`config.mk`:
```
export PLATFORM = sky130hd
export DESIGN_NAME = c2p_prerot
export DESIGN_NICKNAME = d
export VERILOG_FILES = /design/src/design/cartesian_to_polar_assert.svh /design/src/design/c2p_pkg.sv /design/src/design/c2p_prerot.sv
export SDC_FILE = /design/constraint.sdc
export NUM_CORES = 1
export LEC_CHECK = 0
export ABC_AREA = 1
export BUFFER_PORTS_ARGS = -buffer_cell sky130_fd_sc_hd__buf_2
export CAP_MARGIN = 20
export CORE_MARGIN = 2
export CORE_UTILIZATION = 35
export DETAILED_ROUTE_END_ITERATION = 10
export GPL_TIMING_DRIVEN = 0
export SETUP_SLACK_MARGIN = 0.2
export SYNTH_ARGS = -nofsm -noshare
export SYNTH_HDL_FRONTEND = slang
export SYNTH_SLANG_ARGS = --single-unit
export TNS_END_PERCENT = 1
```
`constraint.sdc`:
```
create_clock -name clk_i -period 5.3 [get_ports clk_i]
set_input_delay 0.53 -clock clk_i [delete_from_list [all_inputs] [get_ports clk_i]]
set_output_delay 0.53 -clock clk_i [all_outputs]
set_load 0.02 [all_outputs]
```
`src/design/cartesian_to_polar_assert.svh`:
```
// ----------------------------------------------------------------------------
// cartesian_to_polar_assert.svh
// Assertion macros used by the cartesian_to_polar top-level design file.
// ----------------------------------------------------------------------------
`ifndef CARTESIAN_TO_POLAR_ASSERT_SVH
`define CARTESIAN_TO_POLAR_ASSERT_SVH

// Same-cycle implication, checked at every rising edge outside reset.
`define C2P_ASSERT_NOW(lbl, ante, cons) \
  lbl: assert property (@(posedge clk_i) disable iff (!rst_ni) (ante) |-> (cons)) \
    else $error("cartesian_to_polar: check failed");

// Next-cycle implication, checked at every rising edge outside reset.
`define C2P_ASSERT_NEXT(lbl, ante, cons) \
  lbl: assert property (@(posedge clk_i) disable iff (!rst_ni) (ante) |=> (cons)) \
    else $error("cartesian_to_polar: check failed");

`endif

```
`src/design/c2p_pkg.sv`:
```
// ----------------------------------------------------------------------------
// c2p_pkg
// Types and constants of the rectangular to polar CORDIC pipeline.
// ----------------------------------------------------------------------------
package c2p_pkg;

  localparam int FRAC_BITS = 14;
  localparam int ATAN_LEN  = 24;
  localparam int ANGLE_W   = 16;
  localparam int RADIUS_W  = 21;
  localparam int TURN_W    = 32;
  localparam int GAIN_W    = 30;
  localparam int PROD_W    = 62;

  localparam logic [GAIN_W-1:0]   GAIN_Q30   = 30'd652032874;
  localparam logic [RADIUS_W-1:0] RADIUS_MAX = 21'h1FFFFF;
  localparam logic [TURN_W-1:0]   TURN_HALF  = 32'h8000_0000;
  localparam logic [TURN_W-1:0]   ANGLE_RND  = 32'h0000_8000;
  localparam logic [PROD_W-1:0]   RADIUS_RND = 62'h80_0000_0000;

  localparam logic [TURN_W-1:0] ATAN_TURNS [ATAN_LEN] = '{
    32'd536870912, 32'd316933406, 32'd167458907, 32'd85004756,
    32'd42667331,  32'd21354465,  32'd10679838,  32'd5340245,
    32'd2670163,   32'd1335087,   32'd667544,    32'd333772,
    32'd166886,    32'd83443,     32'd41722,     32'd20861,
    32'd10430,     32'd5215,      32'd2608,      32'd1304,
    32'd652,       32'd326,       32'd163,       32'd81
  };

  typedef struct packed {
    logic              zero;
    logic [TURN_W-1:0] z;
  } c2p_side_t;

endpackage

```
`src/design/c2p_prerot.sv`:
```
// ----------------------------------------------------------------------------
// c2p_prerot
// Input stage: flags the zero vector, turns the left half plane by a half
// turn and scales the coordinates to the fixed-point datapath format.
// ----------------------------------------------------------------------------
module c2p_prerot
  import c2p_pkg::*;
#(
  parameter int COORD_BITS = 17,
  parameter int DW         = 33
) (
  input  logic                         clk_i,
  input  logic                         rst_ni,
  input  logic                         valid_i,
  output logic                         ready_o,
  input  logic signed [COORD_BITS-1:0] vec_x_i,
  input  logic signed [COORD_BITS-1:0] vec_y_i,
  output logic                         valid_o,
  input  logic                         ready_i,
  output logic signed [DW-1:0]         x_o,
  output logic signed [DW-1:0]         y_o,
  output c2p_side_t                    side_o
);

  logic                 valid_q;
  logic signed [DW-1:0] xe, ye, xr, yr;
  logic signed [DW-1:0] x_d, y_d, x_q, y_q;
  c2p_side_t            side_d, side_q;

  assign xe = {{(DW-COORD_BITS){vec_x_i[COORD_BITS-1]}}, vec_x_i};
  assign ye = {{(DW-COORD_BITS){vec_y_i[COORD_BITS-1]}}, vec_y_i};

  always_comb begin
    side_d.zero = (vec_x_i == '0) && (vec_y_i == '0);
    if (vec_x_i[COORD_BITS-1]) begin
      xr       = -xe;
      yr       = -ye;
      side_d.z = TURN_HALF;
    end else begin
      xr       = xe;
      yr       = ye;
      side_d.z = '0;
    end
    x_d = xr <<< FRAC_BITS;
    y_d = yr <<< FRAC_BITS;
  end

  assign ready_o = !valid_q || ready_i;

  always_ff @(posedge clk_i or negedge rst_ni) begin
    if (!rst_ni) begin
      valid_q <= 1'b0;
    end else if (ready_o) begin
      valid_q <= valid_i;
    end
  end

  always_ff @(posedge clk_i) begin
    if (ready_o && valid_i) begin
      x_q    <= x_d;
      y_q    <= y_d;
      side_q <= side_d;
    end
  end

  assign valid_o = valid_q;
  assign x_o     = x_q;
  assign y_o     = y_q;
  assign side_o  = side_q;

endmodule

```
== Word-level counts from Yosys, hierarchy flattened ==
Index checks and enable logic that the tools add are counted.
Storage, ports and cells
  flip-flop bits (word level): 72
  bits of input ports: 38
  output and inout port bits: 101
  word-level logic and storage cells: 17
Operators by class
  add/subtract/negate cells: 2
  multiplexer cells: 3
  reductions and logical operators: 6
Operator list (count)
  $neg A17 Y19: 2
  $logic_not A17 Y1: 2
  $mux W32: 1
  $mux W19: 1
  $mux W16: 1
  $logic_and A1 B1 Y1: 2
  $logic_not A1 Y1: 1
  $logic_or A1 B1 Y1: 1

== Longest topological paths before layout ==
Gate-level depths: netlist (run 1).
  depth after elaboration: 3
  mapped depth: 9
  depth with buffers taken out: 9

== Worst setup path after synthesis (run 1) ==
Ideal clock, no wire load.
  path type: input port to flip-flop
  from: input valid_i
  to: register side_q (netlist bit side_o[31]), enable pin
  setup time: 0.451 ns
  data arrival time: 2.532 ns
  required time: 4.849 ns
  slack: 2.317 ns
  stages: 2
  path buffers: 0
  path through: inv_1 -> a21oi_1
Between the ends
  cells in the longest elaborated chain, start to end: 1
Ends and longest elaborated chain
  start, declared: RTL line c2p_prerot.sv:14  | input logic valid_i,
  $logic_and A1 B1 Y1: RTL line c2p_prerot.sv:59  | if (ready_o && valid_i) begin
  end signal, assigned: RTL line c2p_prerot.sv:62  | side_q <= side_d;
  end, declared: RTL line c2p_prerot.sv:28  | c2p_side_t side_d, side_q;
Every way passes these cells.
A chain may end at the register's enable or synchronous reset.

== Worst setup path in the final report (run 1) ==
  from: input vec_x_i[0]
  to: register x_q[30], in the netlist x_o[30] (data pin)
Between the ends
  cells in the longest elaborated chain, start to end: 1
Ends and longest elaborated chain
  start, declared: RTL line c2p_prerot.sv:16  | input logic signed [COORD_BITS-1:0] vec_x_i,
  $neg A17 Y19: RTL line c2p_prerot.sv:36  | xr = -xe;
  end signal, assigned: RTL line c2p_prerot.sv:60  | x_q <= x_d;
  end, declared: RTL line c2p_prerot.sv:27  | logic signed [DW-1:0] x_d, y_d, x_q, y_q;
Every way passes these cells.

==> qor.txt, run 1 <==
Post-synth ARST share: 0.02439
Hpwl dp: 4601 um
Wire per inst: 10.20 um
Synth unique cells: 23
Via-per-instance ratio: 3.930
I/O Pins: 139
Clk_lat worst skew: 0.29 ns
Number of global-route vias before repair: 2,143
Root Driver: clkbuf_8
Sequential-to-total area share from yosys stat: 0.4594
Max Buffers Root-to-Sink: 2
Number of synthesized flops with an enable pin: 40
Pin count of the biggest net entering global routing: 24
Hold_ws: 0.4306 ns
DRC Markers: 0
Critical path fanouts, max: 3
Most frequent CP cell: inv_1
Sw frac: 0.2876
CP max-delay cell: ha_1
Internal: 0.6018 mW
Final Critical Period: 1.716 ns
Synth area leader: edfxtp_1
Slew @ Worst Pin: 0.6376 ns
Worst path cell trace: buf_2, inv_1, ha_1, inv_1, nor2_2, nand3_1, nor2_1, ha_1, nand2_1, inv_1
Crit Path Category: in -> reg
Mean Syn Cell Area: 8.722 sq um
RSZ-0062 raised after global routing: no
Initial Utilization: 0.3641
CTS clock-pin slew for the worst setup and hold paths: 0.08 ns
Yosys top cell area share: 0.4501
Overflow after GRT: 0
Clock power share: 0.289
Element type at the critical path end: flip-flop
Area growth from synthesis to layout: 33.71%
YS warnings: 0
CTS Buf Count: 5
Slew headroom: 0.5740
Port-buffer cells: 79
Post-route ant nets: 0
Overall die height: 91.32 um
Row count: 31
Leak: 1.889 nW
Starting DRT DRC Count: 71
Hold Path Class: in -> reg
First-pass DRT Iterations: 4
First-pass GRT wire length: 9052 um
Antenna violations before repair: 0
ANT cells: 0
Core area: 0.007331 sq mm
Die width: 91.32 um
Max-slew violation count: 0
Nets: 496
Comb power frac: 0.251
Final setup violating endpoints: 0
Worst EP arrival: 1.78 ns
Layout cells sized above 1: 0.3560
TNS Setup: 0 ns
WL final: 5650 um
Syn Inst Count: 306
TritonCTS clock tree: built
Maxcap violations: 0
CP peak stage delay: 0.24 ns
VDD IR max: 0.09403 mV
Post-synth top cells: nand2_1 (77), buf_4 (59), edfxtp_1 (40)
Overall routing resource usage: 0.1369
#FFs+latches synth: 41
Final period util: 0.3237
H-tree levels: 2
Part of the power in registers: 0.460
Synth area leaders: edfxtp_1 (45%), buf_4 (17%), nand2_1 (11%)
Switching power: 0.2429 mW
GP Congestion: 0.7872
Vias: 2,177
Fin Clk Skew: 0.01091 ns
Count leader, synth: nand2_1
Worst Path Required: 5.36 ns
P per Cell Area: 236.7 mW/mm^2
Status: completed
Dominant synthesized flop cell: edfxtp_1
CP Launch Type: input port
Synth Cell Area: 0.002669 sq mm
Clk sinks: 41
Final hold vios: 0
FMAX: 0.5829 GHz
Die area: 0.008339 sq mm
## critical path, delay by kind of cell
| kind | cells | cell delay [ns] |
|---|---|---|
| adder cells (fa/ha/maj) | 2 | 0.43 |
| AND/OR/NAND/NOR | 4 | 0.50 |
| buffers and inverters | 4 | 0.30 |
## cell usage in the layout (no fill, tap or decap), drive strengths merged, types with 2 or more instances in the layout
cell and n:
clkbuf 6, conb 61, inv 29, nand2 79, xor2 12, nand3 21
buf 144, xnor2 3, nor2 35, edfxtp 40, o21ai 6, ha 4
nand3b 7, a21oi 2
## layer usage
layer | part of all wire | global-route usage | up-vias
met5 | 0 | 0 | -
met2 | 0.47 | 0.2481 | 103
li1 | - | - | 1144
met3 | 0.098 | 0.04979 | 4
met1 | 0.42 | 0.1528 | 926
met4 | 0.0062 | 0.03030 | 0
## logic make-up after synthesis
family	count (synthesis)	synth area share
compound gates	8	0.01500
xor+xnor	15	0.04923
fa+ha+maj	4	0.01875
buf+inv	93	0.2185
flops	41	0.4594
other cells	1	0.001405
simple gates	144	0.2377
## stage by stage
stage	instances	cell area (sq um)	worst slack, ns	power (mW)	util
5_1_grt	554	3568	3.422	0.8831	0.4868
3_5_place_dp	545	3452	3.252	0.6070	0.4709
4_1_cts	554	3568	3.567	0.8530	0.4868
2_1_floorplan	366	2894	2.317	0.5505	-
6_report	554	3568	3.584	0.8447	0.4868
3_3_place_gp	544	3413	1.426	0.6023	0.4656
## state kept, by name, indices dropped and copies added, names as in the netlist
| signal | flops |
|---|---|
| x_o | 19 |
| y_o | 19 |
| side_o | 2 |
| valid_o | 1 |
## final timing paths
kind                             from       to  slack [ns]  cells after the start
min in group asynchronous      rst_ni  valid_o        0.54                      2
min reg2reg                   valid_o  valid_o        0.58                      2
min                        vec_x_i[0]  x_o[14]        0.43                      1
max                        vec_x_i[0]  x_o[30]        3.58                     10
max reg2reg                   valid_o  x_o[27]        3.76                      2
max in group asynchronous      rst_ni  valid_o        4.67                      2
## what timing repair did
item | in CTS | in global routing
hold buffers | 1 | 0
gates resized for setup | 0 | 0
buffers inserted | 0 | 0
hold endpoints to repair | 1 | 0
## power groups by stage
| stage | logic, mW | clock network, mW | registers (mW) |
|---|---|---|---|
| final | 0.212 | 0.244 | 0.388 |
| after CTS | 0.212 | 0.253 | 0.389 |
| after global placement | 0.205 | 0 | 0.397 |
| after detailed placement | 0.211 | 0 | 0.396 |
| after global routing | 0.232 | 0.260 | 0.391 |
| after floorplan | 0.125 | 0 | 0.426 |
## area by class of cell
class / instances / area [sq um]
Tap cell: 99 / 123.9
Sequential cell: 41 / 1226
Buffer: 64 / 474.2
Timing Repair Buffer: 81 / 432.9
Clock buffer: 6 / 72.57
Clock inverter: 2 / 33.78
Inverter: 29 / 108.9
Fill cell: 728 / 3762
Multi-Input combinational cell: 232 / 1096
Note: power is estimated with default switching activity, not from simulation.
==> inputs of run 2 (changes only) <==
--- a/config.mk
+++ b/config.mk
@@ -12,6 +12,7 @@
 export CORE_UTILIZATION = 35
 export DETAILED_ROUTE_END_ITERATION = 10
 export GPL_TIMING_DRIVEN = 0
+export PLACE_DENSITY = 0.67
 export SETUP_SLACK_MARGIN = 0.2
 export SYNTH_ARGS = -nofsm -noshare
 export SYNTH_HDL_FRONTEND = slang
==> constraint.sdc (replaced) <==
create_clock -name clk_i -period 1.4 [get_ports clk_i]
set_input_delay 0.14 -clock clk_i [delete_from_list [all_inputs] [get_ports clk_i]]
set_output_delay 0.14 -clock clk_i [all_outputs]
set_load 0.02 [all_outputs]
==> run 2 against run 1 <==
Against the previous run:
- register-to-register slack lost 3.5 ns
- largest power group unchanged
- critical path type unchanged
- design area grew 3.4%
- count of clock-buffer cells in the layout is the same
- highest routed layer unchanged
==> qor.txt, run 2 (synthesis results as in run 1) <==
Status: completed
Layout cells sized above 1: 0.3909
Die area: 0.008339 sq mm
FMAX: 0.8527 GHz
Most common cell after layout, fill and taps aside: buf_2
Row count: 31
Reg area: 0.001227 sq mm
Overall routing resource usage: 0.1383
First-pass GRT wire length: 9177 um
Pin count of the biggest net entering global routing: 25
Core area: 0.007331 sq mm
Filler cell count: 689
Post-route ant nets: 0
Antenna violations before repair: 0
Element type at the critical path end: flip-flop
Internal: 2.111 mW
Crit Path Category: in -> reg
Clk_lat worst skew: 0.29 ns
Part of the power in registers: 0.486
Most frequent CP cell: nand2_1
Final setup violating endpoints: 0
Worst setup margin: 0.2273 ns
Area growth from synthesis to layout: 38.26%
DRC Markers: 0
CP max-delay cell: ha_1
Worst path cell trace: buf_6, inv_4, ha_4, nand3_4, nor2_4, nand4_1, inv_1, ha_1, nand2_1, nand2_1
Critical path fanouts, max: 4
Vias: 2,232
CP peak stage delay: 0.23 ns
Max-slew violation count: 0
Fin Clk Skew: 0.007380 ns
H-tree levels: 2
Leak: 1.922 nW
CTS clock-pin slew for the worst setup and hold paths: 0.08 ns
WL final: 5871 um
Nets: 505
RSZ-0062 raised after global routing: yes
TritonCTS clock tree: built
Maxcap violations: 0
CP Launch Type: input port
Clk sinks: 41
VDD IR max: 0.3112 mV
Area occupied by multi-input gates: 0.001149 sq mm
Final Critical Period: 1.173 ns
P per Cell Area: 821.2 mW/mm^2
Initial Utilization: 0.3641
Root Driver: clkbuf_8
Hpwl dp: 4651 um
Switching power: 0.9194 mW
Pre-CTS WS: -0.2667 ns
I/O Pins: 139
Sw frac: 0.3034
Number of global-route vias before repair: 2,107
Die width: 91.32 um
Port-buffer cells: 79
Highest-count cells in the layout ignoring fill and taps: buf_2 (81), nand2_1 (77), buf_4 (67), conb_1 (61), edfxtp_1 (40)
Wire per inst: 10.45 um
Clock power share: 0.237
GP Congestion: 0.8104
TNS Setup: 0 ns
First-pass DRT Iterations: 4
ANT cells: 0
Worst Path Required: 1.46 ns
Max Buffers Root-to-Sink: 2
Worst EP arrival: 1.23 ns
Comb power frac: 0.277
Hold Path Class: in -> reg
Final hold vios: 0
Starting DRT DRC Count: 102
Overflow after GRT: 0
Via-per-instance ratio: 3.972
Final period util: 0.8376
Overall die height: 91.32 um
CTS Buf Count: 5
## run 2: cell count changes in the layout (fill, tap and decap cells not counted), moves of 2 or more
cell | previous run | this run
nor2_1 | 28 | 25
inv_4 | 0 | 2
buf_2 | 83 | 81
ha_1 | 4 | 2
nand3_4 | 0 | 2
buf_4 | 59 | 67
inv_1 | 28 | 24
buf_6 | 1 | 3
inv_2 | 1 | 3
nor2_4 | 2 | 4
## run 2: final timing paths
check	startpoint	endpoint	slack [ns]	cells past startpoint
worst max-delay path	vec_y_i[1]	y_o[30]	0.23	10
worst max register to register	valid_o	x_o[15]	0.24	2
min in group asynchronous	rst_ni	valid_o	0.15	2
worst min-delay path	vec_y_i[0]	y_o[14]	0.04	1
max in group asynchronous	rst_ni	valid_o	1.15	2
worst min register to register	valid_o	valid_o	0.55	2
## run 2: power groups by stage
stage	Sequential (mW)	Combinational [mW]	Clock, mW
after global placement	1.50	0.774	0
after global routing	1.48	0.913	0.779
after floorplan	1.61	0.475	0
final	1.47	0.840	0.717
after detailed placement	1.50	0.796	0
after CTS	1.48	0.808	0.742
## run 2: worst max-delay path, delay by kind of cell
family | cells | cell delay, ns
fa+ha+maj | 2 | 0.38
simple gates | 5 | 0.48
buf+inv | 3 | 0.24
## run 2: final cells by class
type	instances	area share
sequential	41	0.3327
multi-input combinational	232	0.3113
timing repair buffer	90	0.1424
buffer	64	0.1285
tap	99	0.03357
inverter	29	0.03086
clock buffer	6	0.01967
clock inverter	1	0.001017
## run 2: layer usage
metal	share of wire	vias up	track usage	wire, um
met5	0	-	0	0
met4	0.013	0	0.04167	77
met3	0.11	8	0.05311	675
met2	0.45	124	0.2352	2662
met1	0.42	933	0.1612	2456
li1	-	1167	-	-
## run 2: what timing repair did
action / CTS / global route
endpoints found under the setup margin: 42 / 27
resized for setup: 0 / 20
buffers inserted: 1 / 8
hold endpoints to repair: 1 / 0
pin swaps: 1 / 7
hold buffers: 1 / 0
## run 2: per-stage QoR
stage               instances  hold WS, ns    util  total power [mW]  cell area (sq um)
detailed placement        545     -0.07847  0.4711             2.298               3453
global placement          544     -0.08429  0.4673             2.276               3426
CTS                       554      0.04212  0.4856             3.025               3560
global route              562      0.04022  0.5033             3.174               3690
floorplan                 366      -0.1556       -             2.085               2907
finish                    562      0.04476  0.5033             3.030               3690
==> inputs of run 3 (changes only) <==
--- a/config.mk
+++ b/config.mk
@@ -12,7 +12,6 @@
 export CORE_UTILIZATION = 35
 export DETAILED_ROUTE_END_ITERATION = 10
 export GPL_TIMING_DRIVEN = 0
-export PLACE_DENSITY = 0.67
 export SETUP_SLACK_MARGIN = 0.2
 export SYNTH_ARGS = -nofsm -noshare
 export SYNTH_HDL_FRONTEND = slang
==> constraint.sdc (replaced) <==
create_clock -name clk_i -period 1.2 [get_ports clk_i]
set_input_delay 0.12 -clock clk_i [delete_from_list [all_inputs] [get_ports clk_i]]
set_output_delay 0.12 -clock clk_i [all_outputs]
set_load 0.02 [all_outputs]
==> run 3 against run 2 <==
Against the previous run:
- sequential share of layout area shrank 1.8 points
- routed wire length grew 7.3%
- worst setup slack lost 0.20 ns
- largest cell class unchanged
- highest routed layer unchanged
==> qor.txt, run 3 (synthesis results as in run 1) <==
Status: completed
CTS Buf Count: 5
Maxcap violations: 0
Element type at the critical path end: flip-flop
Layout cells sized above 1: 0.4103
TNS Setup: 0 ns
Pre-CTS WS: -0.4279 ns
Leak: 1.991 nW
Pwr Total: 3.679 mW
First-pass DRT Iterations: 4
Area growth from synthesis to layout: 46.18%
Fin Clk Skew: 0.01036 ns
Row count: 31
Overflow after GRT: 0
CP max-delay cell: dfrtp_2
Switching power: 1.128 mW
First-pass GRT wire length: 9804 um
CP Launch Type: flip-flop
RSZ-0062 raised after global routing: yes
Final period util: 0.9735
I/O Pins: 139
Vias: 2,311
Highest-count cells in the layout ignoring fill and taps: nand2_1 (76), buf_2 (73), buf_4 (66), conb_1 (61), edfxtp_1 (40)
Clock power share: 0.236
Worst Path Required: 1.21 ns
Max-slew violation count: 0
Hpwl dp: 4611 um
Port-buffer cells: 79
Final Critical Period: 1.168 ns
WL final: 6297 um
Final core utilization: 0.5322
Die width: 91.32 um
Crit Path Category: reg -> reg
Worst setup margin: 0.03181 ns
Clk sinks: 41
FMAX: 0.8560 GHz
P per Cell Area: 942.9 mW/mm^2
Clk_lat worst skew: 0.29 ns
CP peak stage delay: 0.43 ns
Comb power frac: 0.296
Wire per inst: 11.11 um
Worst r2r path cells: 3
Overall routing resource usage: 0.1510
Initial Utilization: 0.3641
Hold Path Class: in -> reg
Most common cell after layout, fill and taps aside: nand2_1
WHS Endpoint: y_o[14]
Part of the power in registers: 0.468
Antenna violations before repair: 0
Worst EP arrival: 1.18 ns
Fin cells: 567
Root Driver: clkbuf_8
Nets: 509
Cell count after placement: 545
GP Congestion: 0.7843
FF-to-FF End: y_o[16]
Final hold vios: 0
Number of global-route vias before repair: 2,210
Hold Crit Start: vec_y_i[0]
CTS clock-pin slew for the worst setup and hold paths: 0.07 ns
Final setup violating endpoints: 0
Worst path cell trace: a21oi_4, buf_12, buf_12
Die area: 0.008339 sq mm
Overall die height: 91.32 um
DRC Markers: 0
Via-per-instance ratio: 4.076
Max Buffers Root-to-Sink: 2
Worst Hold Depth: 1
Area occupied by multi-input gates: 0.001205 sq mm
R2r startpoint: valid_o
Critical path fanouts, max: 10
Core area: 0.007331 sq mm
H-tree levels: 2
Starting DRT DRC Count: 46
ANT cells: 0
Post-route ant nets: 0
Pin count of the biggest net entering global routing: 13
Filler cell count: 694
Reg2Reg Setup Slack: 0.03 ns
Most frequent CP cell: buf_12
TritonCTS clock tree: built
Sw frac: 0.3065
Worst Setup SP: valid_o
Reg area: 0.001227 sq mm
VDD IR max: 0.3263 mV
Internal: 2.551 mW
## run 3: critical path, delay by kind of cell (launching register included)
| kind | cells | cell delay (ns) |
|---|---|---|
| flops | 1 | 0.43 |
| compound gates | 1 | 0.17 |
| buf+inv | 2 | 0.28 |
## run 3: repair_timing
action | 4_1_cts | 5_1_grt
endpoints found under the hold margin | 1 | 0
gates resized for setup | 15 | 37
setup buffers | 6 | 4
pin swaps | 5 | 9
endpoints found under the setup margin | 49 | 59
hold buffers | 1 | 0
gates cloned | 3 | 0
## run 3: layout make-up
class | instances | area share
flip-flops and latches | 41 | 0.3146
multi-input cells | 233 | 0.3089
clock buffers | 6 | 0.01860
clock inverters | 2 | 0.002566
repair buffers | 93 | 0.1709
plain buffers | 64 | 0.1216
well taps | 99 | 0.03175
inverters | 29 | 0.03111
## run 3: worst max-delay path by stage
| stage | to | slack (ns) |
|---|---|---|
| 2_1_floorplan | side_o[31] | -0.39 |
| 3_3_place_gp | y_o[23] | -0.61 |
| 3_5_place_dp | y_o[30] | -0.43 |
| 4_1_cts | y_o[17] | 0.004 |
| 5_1_grt | y_o[30] | -0.02 |
| 6_report | y_o[16] | 0.03 |
## run 3: power groups by stage
| stage | registers, mW | logic (mW) | clock network (mW) |
|---|---|---|---|
| final | 1.72 | 1.09 | 0.867 |
| after global routing | 1.73 | 1.18 | 0.945 |
| after CTS | 1.72 | 1.03 | 0.895 |
| after detailed placement | 1.75 | 0.929 | 0 |
| after global placement | 1.75 | 0.909 | 0 |
| after floorplan | 1.88 | 0.554 | 0 |
## run 3: metrics by stage
| step | instance area, sq um | hold WS [ns] |
|---|---|---|
| 3_3_place_gp | 3426 | -0.1035 |
| 3_5_place_dp | 3453 | -0.1021 |
| 5_1_grt | 3901 | 0.009959 |
| 6_report | 3901 | 0.01908 |
| 4_1_cts | 3749 | 0.01662 |
| 2_1_floorplan | 2907 | -0.1756 |
## run 3: metal layers
| metal | vias up | part of all wire | track usage | wire [um] |
|---|---|---|---|---|
| li1 | 1183 | - | - | - |
| met2 | 116 | 0.50 | 0.2741 | 3120 |
| met4 | 0 | 0.0068 | 0.03914 | 43 |
| met3 | 4 | 0.080 | 0.03983 | 502 |
| met5 | - | 0 | 0 | 0 |
| met1 | 1008 | 0.42 | 0.1754 | 2631 |
